$ cat src/rtl/core/bdam_pkg.sv
// Constants and character classes for the device address masker.
package bdam_pkg;

	localparam int WinDepth  = 18;
	localparam int AddrLen   = 17;
	localparam int MaskFirst = 9;
	localparam int MaskCount = 8;
	localparam int FillW     = $clog2(WinDepth + 1);

	localparam logic [7:0] Colon    = 8'h3a;
	localparam logic [7:0] MaskChar = 8'h78;

	function automatic logic is_hex(input logic [7:0] c);
		return c inside {[8'h30:8'h39], [8'h41:8'h46], [8'h61:8'h66]};
	endfunction

	function automatic logic is_part(input logic [7:0] c);
		return (c == Colon) || is_hex(c);
	endfunction

endpackage

$ cat src/rtl/core/bd_address_masker.sv
// Device address masker: 18-byte window that masks the tail of each address.
//
//  channel | signals                                | direction
//  --------+----------------------------------------+----------
//  in      | in_valid, in_stall, in_char, in_last   | into block
//  out     | out_valid, out_stall, out_char, out_last| out of block
//
// One item a cycle in and out once the window holds 18 bytes and out_stall
// is low; the window shift register and the output register set that rate.
// After an item with in_last the window drains one item a cycle while
// out_stall is low, with in_stall high; the block then starts a new text.
// arst_n clears fill count, marks, drain flag and output valid.
// A stalled output holds the window and stalls the input when it is full.
module bd_address_masker
	import bdam_pkg::*;
(
	input  logic       clk,
	input  logic       arst_n,
	input  logic       in_valid,
	output logic       in_stall,
	input  logic [7:0] in_char,
	input  logic       in_last,
	output logic       out_valid,
	input  logic       out_stall,
	output logic [7:0] out_char,
	output logic       out_last
);

	logic [7:0]       win_q  [WinDepth];
	logic [7:0]       win_n  [WinDepth];
	logic             mark_q [WinDepth];
	logic             mark_n [WinDepth];
	logic [FillW-1:0] fill_q, fill_n;
	logic             drain_q;
	logic             prev_q;
	logic             out_valid_q;
	logic [7:0]       out_char_q;
	logic             out_last_q;

	logic             out_free;
	logic             emit;
	logic             accept;
	logic             test_en;
	logic             have_next;
	logic [AddrLen-1:0] pos_ok;
	logic             hit;
	logic [FillW-1:0] wr_idx;
	logic [7:0]       head_char;

	assign out_free  = !out_valid_q || !out_stall;
	assign emit      = out_free && (drain_q ? (fill_q != '0) :
		(fill_q == FillW'(WinDepth)));
	assign in_stall  = drain_q || ((fill_q == FillW'(WinDepth)) && !emit);
	assign accept    = in_valid && !in_stall;
	assign have_next = (fill_q == FillW'(WinDepth));
	assign test_en   = emit && (have_next || (drain_q && (fill_q == FillW'(AddrLen))));

	always_comb begin
		for (int k = 0; k < AddrLen; k++) begin
			if ((k % 3) == 2) begin
				pos_ok[k] = (win_q[k] == Colon);
			end else begin
				pos_ok[k] = is_hex(win_q[k]);
			end
		end
	end

	assign hit = test_en && (&pos_ok) && !prev_q &&
		!(have_next && is_part(win_q[AddrLen]));

	assign head_char = mark_q[0] ? ((win_q[0] == Colon) ? Colon : MaskChar) : win_q[0];
	assign wr_idx    = emit ? FillW'(WinDepth - 1) : fill_q;

	always_comb begin
		win_n  = win_q;
		mark_n = mark_q;
		fill_n = fill_q;
		if (emit) begin
			for (int i = 0; i < WinDepth - 1; i++) begin
				win_n[i]  = win_q[i+1];
				mark_n[i] = mark_q[i+1] ||
					(hit && (i >= MaskFirst - 1) && (i <= MaskFirst + MaskCount - 2));
			end
			mark_n[WinDepth-1] = 1'b0;
			fill_n = fill_q - FillW'(1);
		end
		if (accept) begin
			win_n[wr_idx]  = in_char;
			mark_n[wr_idx] = 1'b0;
			fill_n = fill_n + FillW'(1);
		end
	end

	always_ff @(posedge clk or negedge arst_n) begin
		if (!arst_n) begin
			fill_q      <= '0;
			drain_q     <= 1'b0;
			prev_q      <= 1'b0;
			out_valid_q <= 1'b0;
			for (int i = 0; i < WinDepth; i++) begin
				mark_q[i] <= 1'b0;
			end
		end else begin
			fill_q <= fill_n;
			mark_q <= mark_n;
			if (accept && in_last) begin
				drain_q <= 1'b1;
			end else if (emit && drain_q && (fill_q == FillW'(1))) begin
				drain_q <= 1'b0;
			end
			if (emit) begin
				prev_q <= (drain_q && (fill_q == FillW'(1))) ? 1'b0 : is_part(win_q[0]);
				out_valid_q <= 1'b1;
			end else if (!out_stall) begin
				out_valid_q <= 1'b0;
			end
		end
	end

	always_ff @(posedge clk) begin
		win_q <= win_n;
		if (emit) begin
			out_char_q <= head_char;
			out_last_q <= drain_q && (fill_q == FillW'(1));
		end
	end

	assign out_valid = out_valid_q;
	assign out_char  = out_char_q;
	assign out_last  = out_last_q;

endmodule

$ cat config.mk
export PLATFORM = sky130hd
export DESIGN_NAME = bd_address_masker
export DESIGN_NICKNAME = d
export VERILOG_FILES = /design/src/rtl/core/bdam_pkg.sv /design/src/rtl/core/bd_address_masker.sv
export SDC_FILE = /design/constraint.sdc
export NUM_CORES = 1
export LEC_CHECK = 0
export BUFFER_PORTS_ARGS = -buffer_cell sky130_fd_sc_hd__buf_2
export CORE_ASPECT_RATIO = 1.25
export CORE_MARGIN = 2
export CORE_UTILIZATION = 55
export CTS_BUF_LIST = sky130_fd_sc_hd__clkbuf_4
export DETAILED_ROUTE_END_ITERATION = 8
export GPL_TIMING_DRIVEN = 0
export PLACE_DENSITY_LB_ADDON = 0.1
export RECOVER_POWER = 100
export SLEW_MARGIN = 15
export SYNTH_ARGS = -nofsm -noshare
export SYNTH_HDL_FRONTEND = slang
export SYNTH_SLANG_ARGS = --single-unit
$ cat constraint.sdc
create_clock -name clk -period 4.65 [get_ports clk]
set_clock_uncertainty 0.1 [all_clocks]
set_input_delay 1.1625 -clock clk [delete_from_list [all_inputs] [get_ports clk]]
set_output_delay 1.1625 -clock clk [all_outputs]
set_load 0.01 [all_outputs]
==> metrics.txt, run 1 <==
syn avg cell area=8.69 sq um; Clock transition at path regs=0.14 ns; WP buf/inv=8; gr ovfl total=0; TritonCTS buffer count=17; EDFF count, synth=17; Cell Area, Synth=0.00835 sq mm; initial antenna violation count=1; crit path DAT=4.74 ns; post-layout min period=4.36 ns; Pint=3.52 mW; Yosys top cell area share=32.6%; ANT nets after route=0; Hold Crit Class=reg2reg; Net Sw Frac=41.9%; max-capacitance violation count=1; crit path max-delay cell type=clkbuf_1; Ports=24; pin count of the biggest net entering global routing=27; Synth Flop Type=dfxtp_1; Worst Path Required=5.03 ns; die area=0.0162 sq mm; Synth async-reset ratio=14.5%; CP Cell Sequence=clkbuf_1, inv_1, ha_1, or3b_1, a21oi_2, or3_1, buf_4, buf_4, buf_2, ha_1, clkbuf_1, and4b_1, clkbuf_1, clkbuf_1, nand2_1, o21ai_0; violated checks=design-rule violations, max-capacitance violations, max-slew violations; outcome=finished with violations; synth unique cells=63; fin util=60.1%; HP Start=win_q[52]; first-pass GRT wire length=40,800 um; number of DRC markers in iteration 0=817; CP max FO=10; DR vias=7,399; DP HPWL=18,700 um; Rows=50; Clk Latency, worst-skew pair=0.60 ns; switching power=2.54 mW; Flop pwr share=46.0%; P_leak=3.57 nW; Power Total=6.06 mW; setup TNS=0 ns; post-synthesis register bit count=179; leading area contributor after synthesis=dfxtp_1; drt total wl=26,100 um; Slew HR=-1.19%; syn_nets=978; synth top area cells=dfxtp_1 33%, mux2i_1 11%, nand2_1 8.3%; peak supply drop=360 uV; combinational power share=39.9%; Global Route Usage Sum=33.5%; clk root buf=clkbuf_4; CP most frequent cell=clkbuf_1; number of remaining DRC errors=1; Core Area=0.0149 sq mm; PD cells=678 mW/mm^2; Worst Setup End Kind=flop; startpoint class of the critical path=flop; H-tree levels=4; RSZ-0062 raised after global routing=true; # nets final=1,022; crit path launch=fill_q[1]; die height=142 um; TritonRoute pass-1 iters=9; endpoints failing setup=0; Vias/cell=6.17; synth cell count leaders=185 x nand2_1, 136 x dfxtp_1, 96 x nor2_1; Ys Warns=0; GPL Wtd Cong=1.02; Area growth syn-to-layout=7.21%; maximum clock frequency=230 MHz; final-report max-slew violation count=27; CP peak stage delay=0.42 ns; initial core utilization=56.1%; Die Wd=114 um; CTS Hold Buffers Added=0; reg-to-reg critical path startpoint=fill_q[1]; Setup CP Type=reg2reg; count leader, synth=nand2_1; crit share post-route=93.7%; clk buf depth=2; cell family with most CP delay=buffers and inverters; Final Hold Fails=0; Buffers on Ports=23; vias in the first global route=7,091; Clk pwr share=14.1%; ratio of cells with drive above 1 in the final layout=7.98%; TritonCTS clock tree=built; Routed wire per std cell=21.8 um; sequential-to-total area share from yosys stat=46.5%; TritonCTS Sinks=179; Syn Inst Count=960; measured slew at the worst slew-check pin=1.52 ns
metal layers:
| layer | routed length, um | vias to the layer above | share of wire, % | GRT usage, % |
|---|---|---|---|---|
| met5 | 0 | - | 0 | 0 |
| met4 | 1060 | 0 | 4.0 | 13.9 |
| met3 | 1690 | 82 | 6.5 | 5.47 |
| met2 | 12600 | 280 | 48 | 55.7 |
| met1 | 10800 | 3559 | 41 | 43.4 |
| li1 | - | 3478 | - | - |
timing repair:
action	4_1_cts	5_1_grt
gates resized for setup	0	1
setup endpoints to repair	0	12
buffers inserted	0	2
placed cells by master (no fill, tap or decap), types with 3 or more instances in the layout:
master,Yosys,layout
nor3_1,7,6
xnor2_1,3,3
nor2_1,96,96
or3_1,7,7
buf_1,10,10
nor4bb_1,7,7
nand3_1,10,10
clkinv_4,0,3
or2_2,3,3
nor2b_1,4,4
nand4_1,16,16
nand2_1,185,185
mux2i_1,88,88
nor4_1,4,4
edfxtp_1,17,17
buf_4,3,5
nor4b_1,9,9
and2_1,5,5
buf_2,25,29
a21oi_1,51,51
a31oi_1,50,50
clkbuf_4,0,19
and3_1,7,7
ha_1,5,5
nand4b_1,6,6
and4b_1,3,3
dfrtp_1,26,26
dfxtp_1,136,136
clkinv_2,0,3
xor2_1,3,3
inv_1,11,11
clkbuf_1,30,49
o21ai_0,83,83
a21boi_0,5,5
a22oi_1,7,7
worst register-to-register path, stage by stage (launching register included):
cell	delay, ns
dfrtp_1	0.40
clkbuf_1	0.21
inv_1	0.13
ha_1	0.19
or3b_1	0.39
a21oi_2	0.27
or3_1	0.15
buf_4	0.16
buf_4	0.23
buf_2	0.30
ha_1	0.25
clkbuf_1	0.42
and4b_1	0.29
clkbuf_1	0.20
clkbuf_1	0.31
nand2_1	0.15
o21ai_0	0.10
path summary, 6_finish.rpt:
| kind | endpoint | slack, ns | depth (start not counted) |
|---|---|---|---|
| setup / recovery | win_q[70] | 0.29 | 16 |
| hold / removal | win_q[60] | 0.39 | 2 |
| setup reg to reg | win_q[70] | 0.29 | 16 |
| hold reg to reg | win_q[60] | 0.39 | 2 |
| max in group asynchronous | mark_q[2] | 2.75 | 1 |
| min in group asynchronous | fill_q[2] | 0.80 | 1 |
cell type report:
cell class | instances | area [sq um]
diodes | 2 | 5.00
plain buffers | 69 | 305
clock buffers | 19 | 143
well taps | 182 | 228
multi-input cells | 700 | 4110
fillers | 1370 | 5940
clock inverters | 11 | 115
flip-flops and latches | 179 | 3880
inverters | 12 | 45.0
repair buffers | 25 | 110
flip-flops by register name, indices dropped and copies added (netlist names), named ones only:
register,count
drain_q,1
fill_q,5
mark_q,18
out_char,8
out_last,1
out_valid,1
prev_q,1
win_q,136
cell families (layout without fill, tap and decap cells):
family,after synthesis,after routing,share of synthesized area [%]
and+or+nand+nor,384,384,21.8
buffers and inverters,81,136,4.24
other,0,2,0
DFF,179,179,46.5
AOI/OAI and AO/OA,215,215,15.3
adders and majority gates,5,5,0.750
xor gates and xnor gates,6,6,0.630
muxes,90,90,10.8
per-stage QoR:
| stage | setup WS, ns | hold slack (ns) | std cells | instance area [sq um] |
|---|---|---|---|---|
| finish | 0.294 | 0.388 | 1199 | 8950 |
| detailed placement | -0.187 | 0.379 | 1165 | 8690 |
| global route | -0.00293 | 0.410 | 1199 | 8950 |
| CTS | 0.180 | 0.385 | 1195 | 8950 |
| global placement | -0.165 | 0.371 | 1165 | 8690 |
| floorplan | 0.843 | 0.356 | 960 | 8350 |
power groups by stage:
stage | clock network, mW | logic (mW) | registers (mW)
2_1_floorplan | 0 | 1.82 | 2.58
3_3_place_gp | 0 | 2.35 | 2.78
3_5_place_dp | 0 | 2.40 | 2.79
4_1_cts | 0.862 | 2.41 | 2.75
5_1_grt | 0.920 | 2.66 | 2.84
6_report | 0.856 | 2.42 | 2.79
No activity file was read; power rests on OpenSTA's default activity.
==> run 2, diff against run 1 <==
--- a/config.mk
+++ b/config.mk
@@ -5,6 +5,7 @@
 export SDC_FILE = /design/constraint.sdc
 export NUM_CORES = 1
 export LEC_CHECK = 0
+export ABC_AREA = 1
 export BUFFER_PORTS_ARGS = -buffer_cell sky130_fd_sc_hd__buf_2
 export CORE_ASPECT_RATIO = 1.25
 export CORE_MARGIN = 2
@@ -12,6 +13,7 @@
 export CTS_BUF_LIST = sky130_fd_sc_hd__clkbuf_4
 export DETAILED_ROUTE_END_ITERATION = 8
 export GPL_TIMING_DRIVEN = 0
+export HOLD_SLACK_MARGIN = 0.08
 export PLACE_DENSITY_LB_ADDON = 0.1
 export RECOVER_POWER = 100
 export SLEW_MARGIN = 15
==> run 2 against run 1 <==
Effect of this change:
- the run ends with max-capacitance violations, max-slew violations left
- combinational power increased by 29%
- synthesized cell count increased by 38%
- sequential share of layout area decreased by 2.6 points
- sequential power decreased by 5%
- design area increased by 6.3%
- critical path depth decreased by 2
- cell count increased by 33%
- largest cell class unchanged
==> metrics.txt, run 2 <==
leading area contributor after synthesis=dfxtp_1; Final Cell Area=0.00951 sq mm; WP buf/inv=6; Final Hold Fails=0; multi-input logic area=0.00422 sq mm; Buffers on Ports=23; Synth Flop Type=dfxtp_1; synth cell count leaders=441 x nand2_1, 166 x o21ai_0, 136 x dfxtp_1; TritonCTS Sinks=179; cell family with most CP delay=buffers and inverters; Worst Path Required=5.03 ns; Clk Latency, worst-skew pair=0.62 ns; Slew HR=-7.30%; Post-CTS Setup Inserts=0; commonest cells after routing, fill and taps aside=446 x nand2_1, 219 x o21ai_0, 136 x dfxtp_1; Fill cells=1,613; RSZ-0062 raised after global routing=false; measured slew at the worst slew-check pin=1.61 ns; syn avg cell area=6.89 sq um; pin count of the biggest net entering global routing=27; largest register by flop count=win_q; die height=148 um; TritonCTS buffer count=17; Global Route Usage Sum=32.5%; Cell Area, Synth=0.00909 sq mm; Worst Setup End Kind=flop; Syn Inst Count=1,320; die area=0.0176 sq mm; Ports=24; TritonCTS clock tree=built; violated checks=max-capacitance violations, max-slew violations; ratio of cells with drive above 1 in the final layout=6.40%; post-synthesis register bit count=179; Routed wire per std cell=17.5 um; H-tree levels=4; Post-CTS Resized=0; peak supply drop=376 uV; count leader, synth=nand2_1; Yosys top cell area share=29.9%; Setup CP Type=reg2reg; number of remaining DRC errors=0; CP Cell Sequence=inv_1, ha_1, nand3_2, nand2_2, nand3_1, buf_4, buf_2, clkbuf_1, ha_1, inv_1, nand4_4, nor2_1, clkbuf_1, a21oi_1; max-capacitance violation count=1; crit path DAT=4.42 ns; drt total wl=27,800 um; commonest non-fill, non-tap cell in the layout=nand2_1; CP max FO=10; synth top area cells=dfxtp_1 30%, nand2_1 18%, o21ai_0 9.1%; initial core utilization=56.1%; number of DRC markers in iteration 0=885; Placed Area=0.00948 sq mm; Hold Crit Class=reg2reg; TritonRoute pass-1 iters=6; Die Wd=119 um; setup TNS=0 ns; EDFF count, synth=17; synth unique cells=33; Area growth syn-to-layout=4.61%; crit path max-delay cell type=nor2_1; DR vias=8,792; Core Area=0.0162 sq mm; Ys Warns=0; Clock transition at path regs=0.15 ns; CTS Hold Buffers Added=0; final-report max-slew violation count=27; startpoint class of the critical path=flop; ANT nets after route=0; first-pass GRT wire length=43,300 um; crit share post-route=86.9%; DP HPWL=20,700 um; sequential-to-total area share from yosys stat=42.7%; P_leak=4.13 nW; vias in the first global route=7,982; Vias/cell=5.52; post-layout min period=4.04 ns; endpoints failing setup=0; syn_nets=1,338; CP peak stage delay=0.51 ns; # nets final=1,380; Rows=52; PD cells=694 mW/mm^2; outcome=finished with violations; GPL Wtd Cong=0.952; max reg flops=136; gr ovfl total=0; clk buf depth=2; register area=0.00388 sq mm; Synth async-reset ratio=14.5%; initial antenna violation count=1; clk root buf=clkbuf_4; maximum clock frequency=247 MHz
-- run 2: cell types whose count changed after synthesis, moves of 12 or more --
cell | previous run | this run
o21ai_1 | 0 | 78
inv_1 | 11 | 125
a31oi_1 | 50 | 1
nand2_1 | 185 | 441
nor2_4 | 0 | 12
nand3_1 | 10 | 36
o21ai_0 | 83 | 166
mux2i_1 | 88 | 0
-- run 2: final timing paths --
path                           start    endpoint  slack [ns]  cells after the start
setup / recovery           fill_q[0]  win_q[129]        0.61                     14
hold / removal             mark_q[0]   mark_q[0]        0.42                      2
setup reg to reg           fill_q[0]  win_q[129]        0.61                     14
hold reg to reg            mark_q[0]   mark_q[0]        0.42                      2
max in group asynchronous     arst_n  mark_q[17]        2.69                      1
min in group asynchronous     arst_n  mark_q[16]        0.82                      1
-- run 2: layout make-up --
type                       count  share of cell area, %
buffer                        62                   3.14
timing repair buffer          23                  0.960
multi-input combinational    947                   44.4
inverter                     132                   5.22
clock inverter                14                   1.20
tap                          216                   2.84
antenna                        1                 0.0263
clock buffer                  18                   1.42
sequential                   179                   40.8
-- run 2: cells by family after synthesis --
group / Yosys count / synth area share (%)
xor+xnor: 4 / 0.385
compound gates: 303 / 16.7
buf+inv: 194 / 9.12
flops: 179 / 42.7
simple gates: 635 / 30.4
fa+ha+maj: 5 / 0.688
-- run 2: layer usage --
layer	wire [um]	part of all wire (%)	GRT usage (%)	up-vias
li1	-	-	-	4298
met1	11200	40	42.3	4010
met2	12800	46	52.2	400
met3	2470	8.9	5.67	84
met4	1370	4.9	15.8	0
met5	0	0	0	-
-- run 2: tightest hold or removal path: stages (launching register included) --
cell and delay (ns):
dfrtp_1 0.40, nand2_1 0.06, nor2_1 0.04
-- run 2: report_power, final --
part	switching [mW]	leakage [nW]	internal (mW)
clock	0.565	0.131	0.267
combinational	2.09	2.41	1.02
sequential	0.451	1.58	2.21
-- run 2: stage by stage --
stage	util, %	worst slack, ns	instances	hold WS, ns	power [mW]
after detailed placement	58.5	0.394	1559	0.401	5.85
after floorplan	-	1.02	1320	0.388	4.89
after CTS	60.0	0.838	1591	0.421	6.67
after global placement	58.5	0.428	1559	0.400	5.78
final	58.7	0.607	1592	0.420	6.60
after global routing	58.7	0.380	1592	0.435	7.13
==> run 3, diff against run 2 <==
--- a/config.mk
+++ b/config.mk
@@ -7,7 +7,6 @@
 export LEC_CHECK = 0
 export ABC_AREA = 1
 export BUFFER_PORTS_ARGS = -buffer_cell sky130_fd_sc_hd__buf_2
-export CORE_ASPECT_RATIO = 1.25
 export CORE_MARGIN = 2
 export CORE_UTILIZATION = 55
 export CTS_BUF_LIST = sky130_fd_sc_hd__clkbuf_4
==> run 3 against run 2 <==
Effect of this change:
- the run still ends with max-capacitance violations, max-slew violations left
- highest routed layer unchanged
- power rose by 1.0%
- global-route usage fell by 0.24 points
- critical path type unchanged
- die area barely moved
- via count fell by 0.47%
- largest power group unchanged
- critical path depth rose by 1
- wire length rose by 1.3%
==> metrics.txt, run 3 (synthesis results as in run 2) <==
RSZ-0062 raised after global routing=false; startpoint class of the critical path=flop; Fill cells=1,704; number of DRC markers in iteration 0=871; Routed wire per std cell=17.7 um; CP peak stage delay=0.51 ns; Clock transition at path regs=0.15 ns; crit path DAT=4.41 ns; die area=0.0176 sq mm; commonest non-fill, non-tap cell in the layout=nand2_1; max-capacitance violation count=1; gr ovfl total=0; Vias/cell=5.48; peak supply drop=339 uV; TritonCTS clock tree=built; CP max FO=10; clk root buf=clkbuf_4; pin count of the biggest net entering global routing=27; Power Total=6.67 mW; initial core utilization=55.6%; TritonCTS Sinks=179; DR vias=8,751; Final Cell Area=0.00953 sq mm; Die Wd=133 um; crit share post-route=85.8%; H-tree levels=4; measured slew at the worst slew-check pin=1.70 ns; maximum clock frequency=251 MHz; largest register by flop count=win_q; # nets final=1,380; final-report max-slew violation count=27; max reg flops=136; r2r setup slk=0.66 ns; die height=133 um; commonest cells after routing, fill and taps aside=447 x nand2_1, 211 x o21ai_0, 136 x dfxtp_1; Buffers on Ports=23; number of remaining DRC errors=0; first-pass GRT wire length=43,200 um; Worst Path Required=5.07 ns; crit path max-delay cell type=nor2_1; Placed Area=0.00948 sq mm; Clk Latency, worst-skew pair=0.60 ns; PD cells=700 mW/mm^2; P_leak=4.14 nW; outcome=finished with violations; Core Area=0.0163 sq mm; Post-CTS Resized=0; Post-CTS Setup Inserts=0; Ports=24; Rows=47; initial antenna violation count=1; TritonRoute pass-1 iters=6; DP HPWL=20,700 um; violated checks=max-capacitance violations, max-slew violations; hold_ws=0.423 ns; Slew HR=-13.6%; ANT nets after route=0; GPL Wtd Cong=0.965; drt total wl=28,200 um; Hold Crit Class=reg2reg; Area growth syn-to-layout=4.76%; ratio of cells with drive above 1 in the final layout=6.25%; TritonCTS buffer count=17; post-layout min period=3.99 ns; Global Route Usage Sum=32.2%; Worst Setup End Kind=flop; Setup CP Type=reg2reg; CP Cell Sequence=inv_1, ha_1, nand3_1, nand2_1, nand3_2, buf_4, buf_2, clkbuf_1, ha_1, inv_1, nand4_4, nor2_1, clkbuf_1, nor2_1, a21oi_1; Final Hold Fails=0; setup TNS=0 ns; endpoints failing setup=0; vias in the first global route=7,761; CTS Hold Buffers Added=0; clk buf depth=2
-- run 3: cell count changes in the layout (fill, tap and decap cells not counted), sizes merged --
| cell | delta |
|---|---|
| buf | +2 |
| bufinv | +1 |
| clkbuf | -3 |
| clkinv | -1 |
| clkinvlp | +1 |
-- run 3: per-layer routing --
layer / vias up / share of wire, % / track usage, %
li1: 4287 / - / -
met3: 75 / 10 / 8.54
met4: 0 / 3.8 / 13.1
met1: 3984 / 42 / 44.1
met5: - / 0 / 0
met2: 405 / 44 / 48.5
-- run 3: area by class of cell --
cell class / instances / area [sq um] / share of cell area, %
antenna: 1 / 2.50 / 0.0263
buffer: 62 / 310 / 3.26
clock buffer: 17 / 128 / 1.34
clock inverter: 15 / 141 / 1.48
inverter: 132 / 497 / 5.21
multi-input combinational: 947 / 4200 / 44.1
sequential: 179 / 3880 / 40.8
tap: 220 / 275 / 2.89
timing repair buffer: 23 / 91.3 / 0.959
-- run 3: worst paths after layout --
path,startpoint,endpoint,cells past startpoint
worst max register to register,fill_q[0],win_q[128],15
worst min-delay path,mark_q[0],mark_q[0],2
worst min register to register,mark_q[0],mark_q[0],2
min in group asynchronous,arst_n,mark_q[17],1
max in group asynchronous,arst_n,mark_q[5],1
worst max-delay path,fill_q[0],win_q[128],15
-- run 3: per-stage QoR --
| stage | worst slack, ns | instances | util (%) |
|---|---|---|---|
| 2_1_floorplan | 1.02 | 1320 | - |
| 3_3_place_gp | 0.384 | 1563 | 58.0 |
| 3_5_place_dp | 0.338 | 1563 | 58.0 |
| 4_1_cts | 0.821 | 1595 | 59.7 |
| 5_1_grt | 0.388 | 1596 | 58.3 |
| 6_report | 0.660 | 1596 | 58.3 |
-- run 3: worst max-delay path, delay by kind of cell (launching register included) --
family                   cells  cell delay (ns)
buffers and inverters        6             1.47
AND/OR/NAND/NOR              6             1.22
adder cells (fa/ha/maj)      2             0.58
flip-flops                   1             0.41
AO/OA/AOI/OAI                1             0.12
-- run 3: where the power goes --
| group | internal, mW | switching (mW) |
|---|---|---|
| Combinational | 1.01 | 2.12 |
| Sequential | 2.21 | 0.449 |
| Clock | 0.312 | 0.569 |
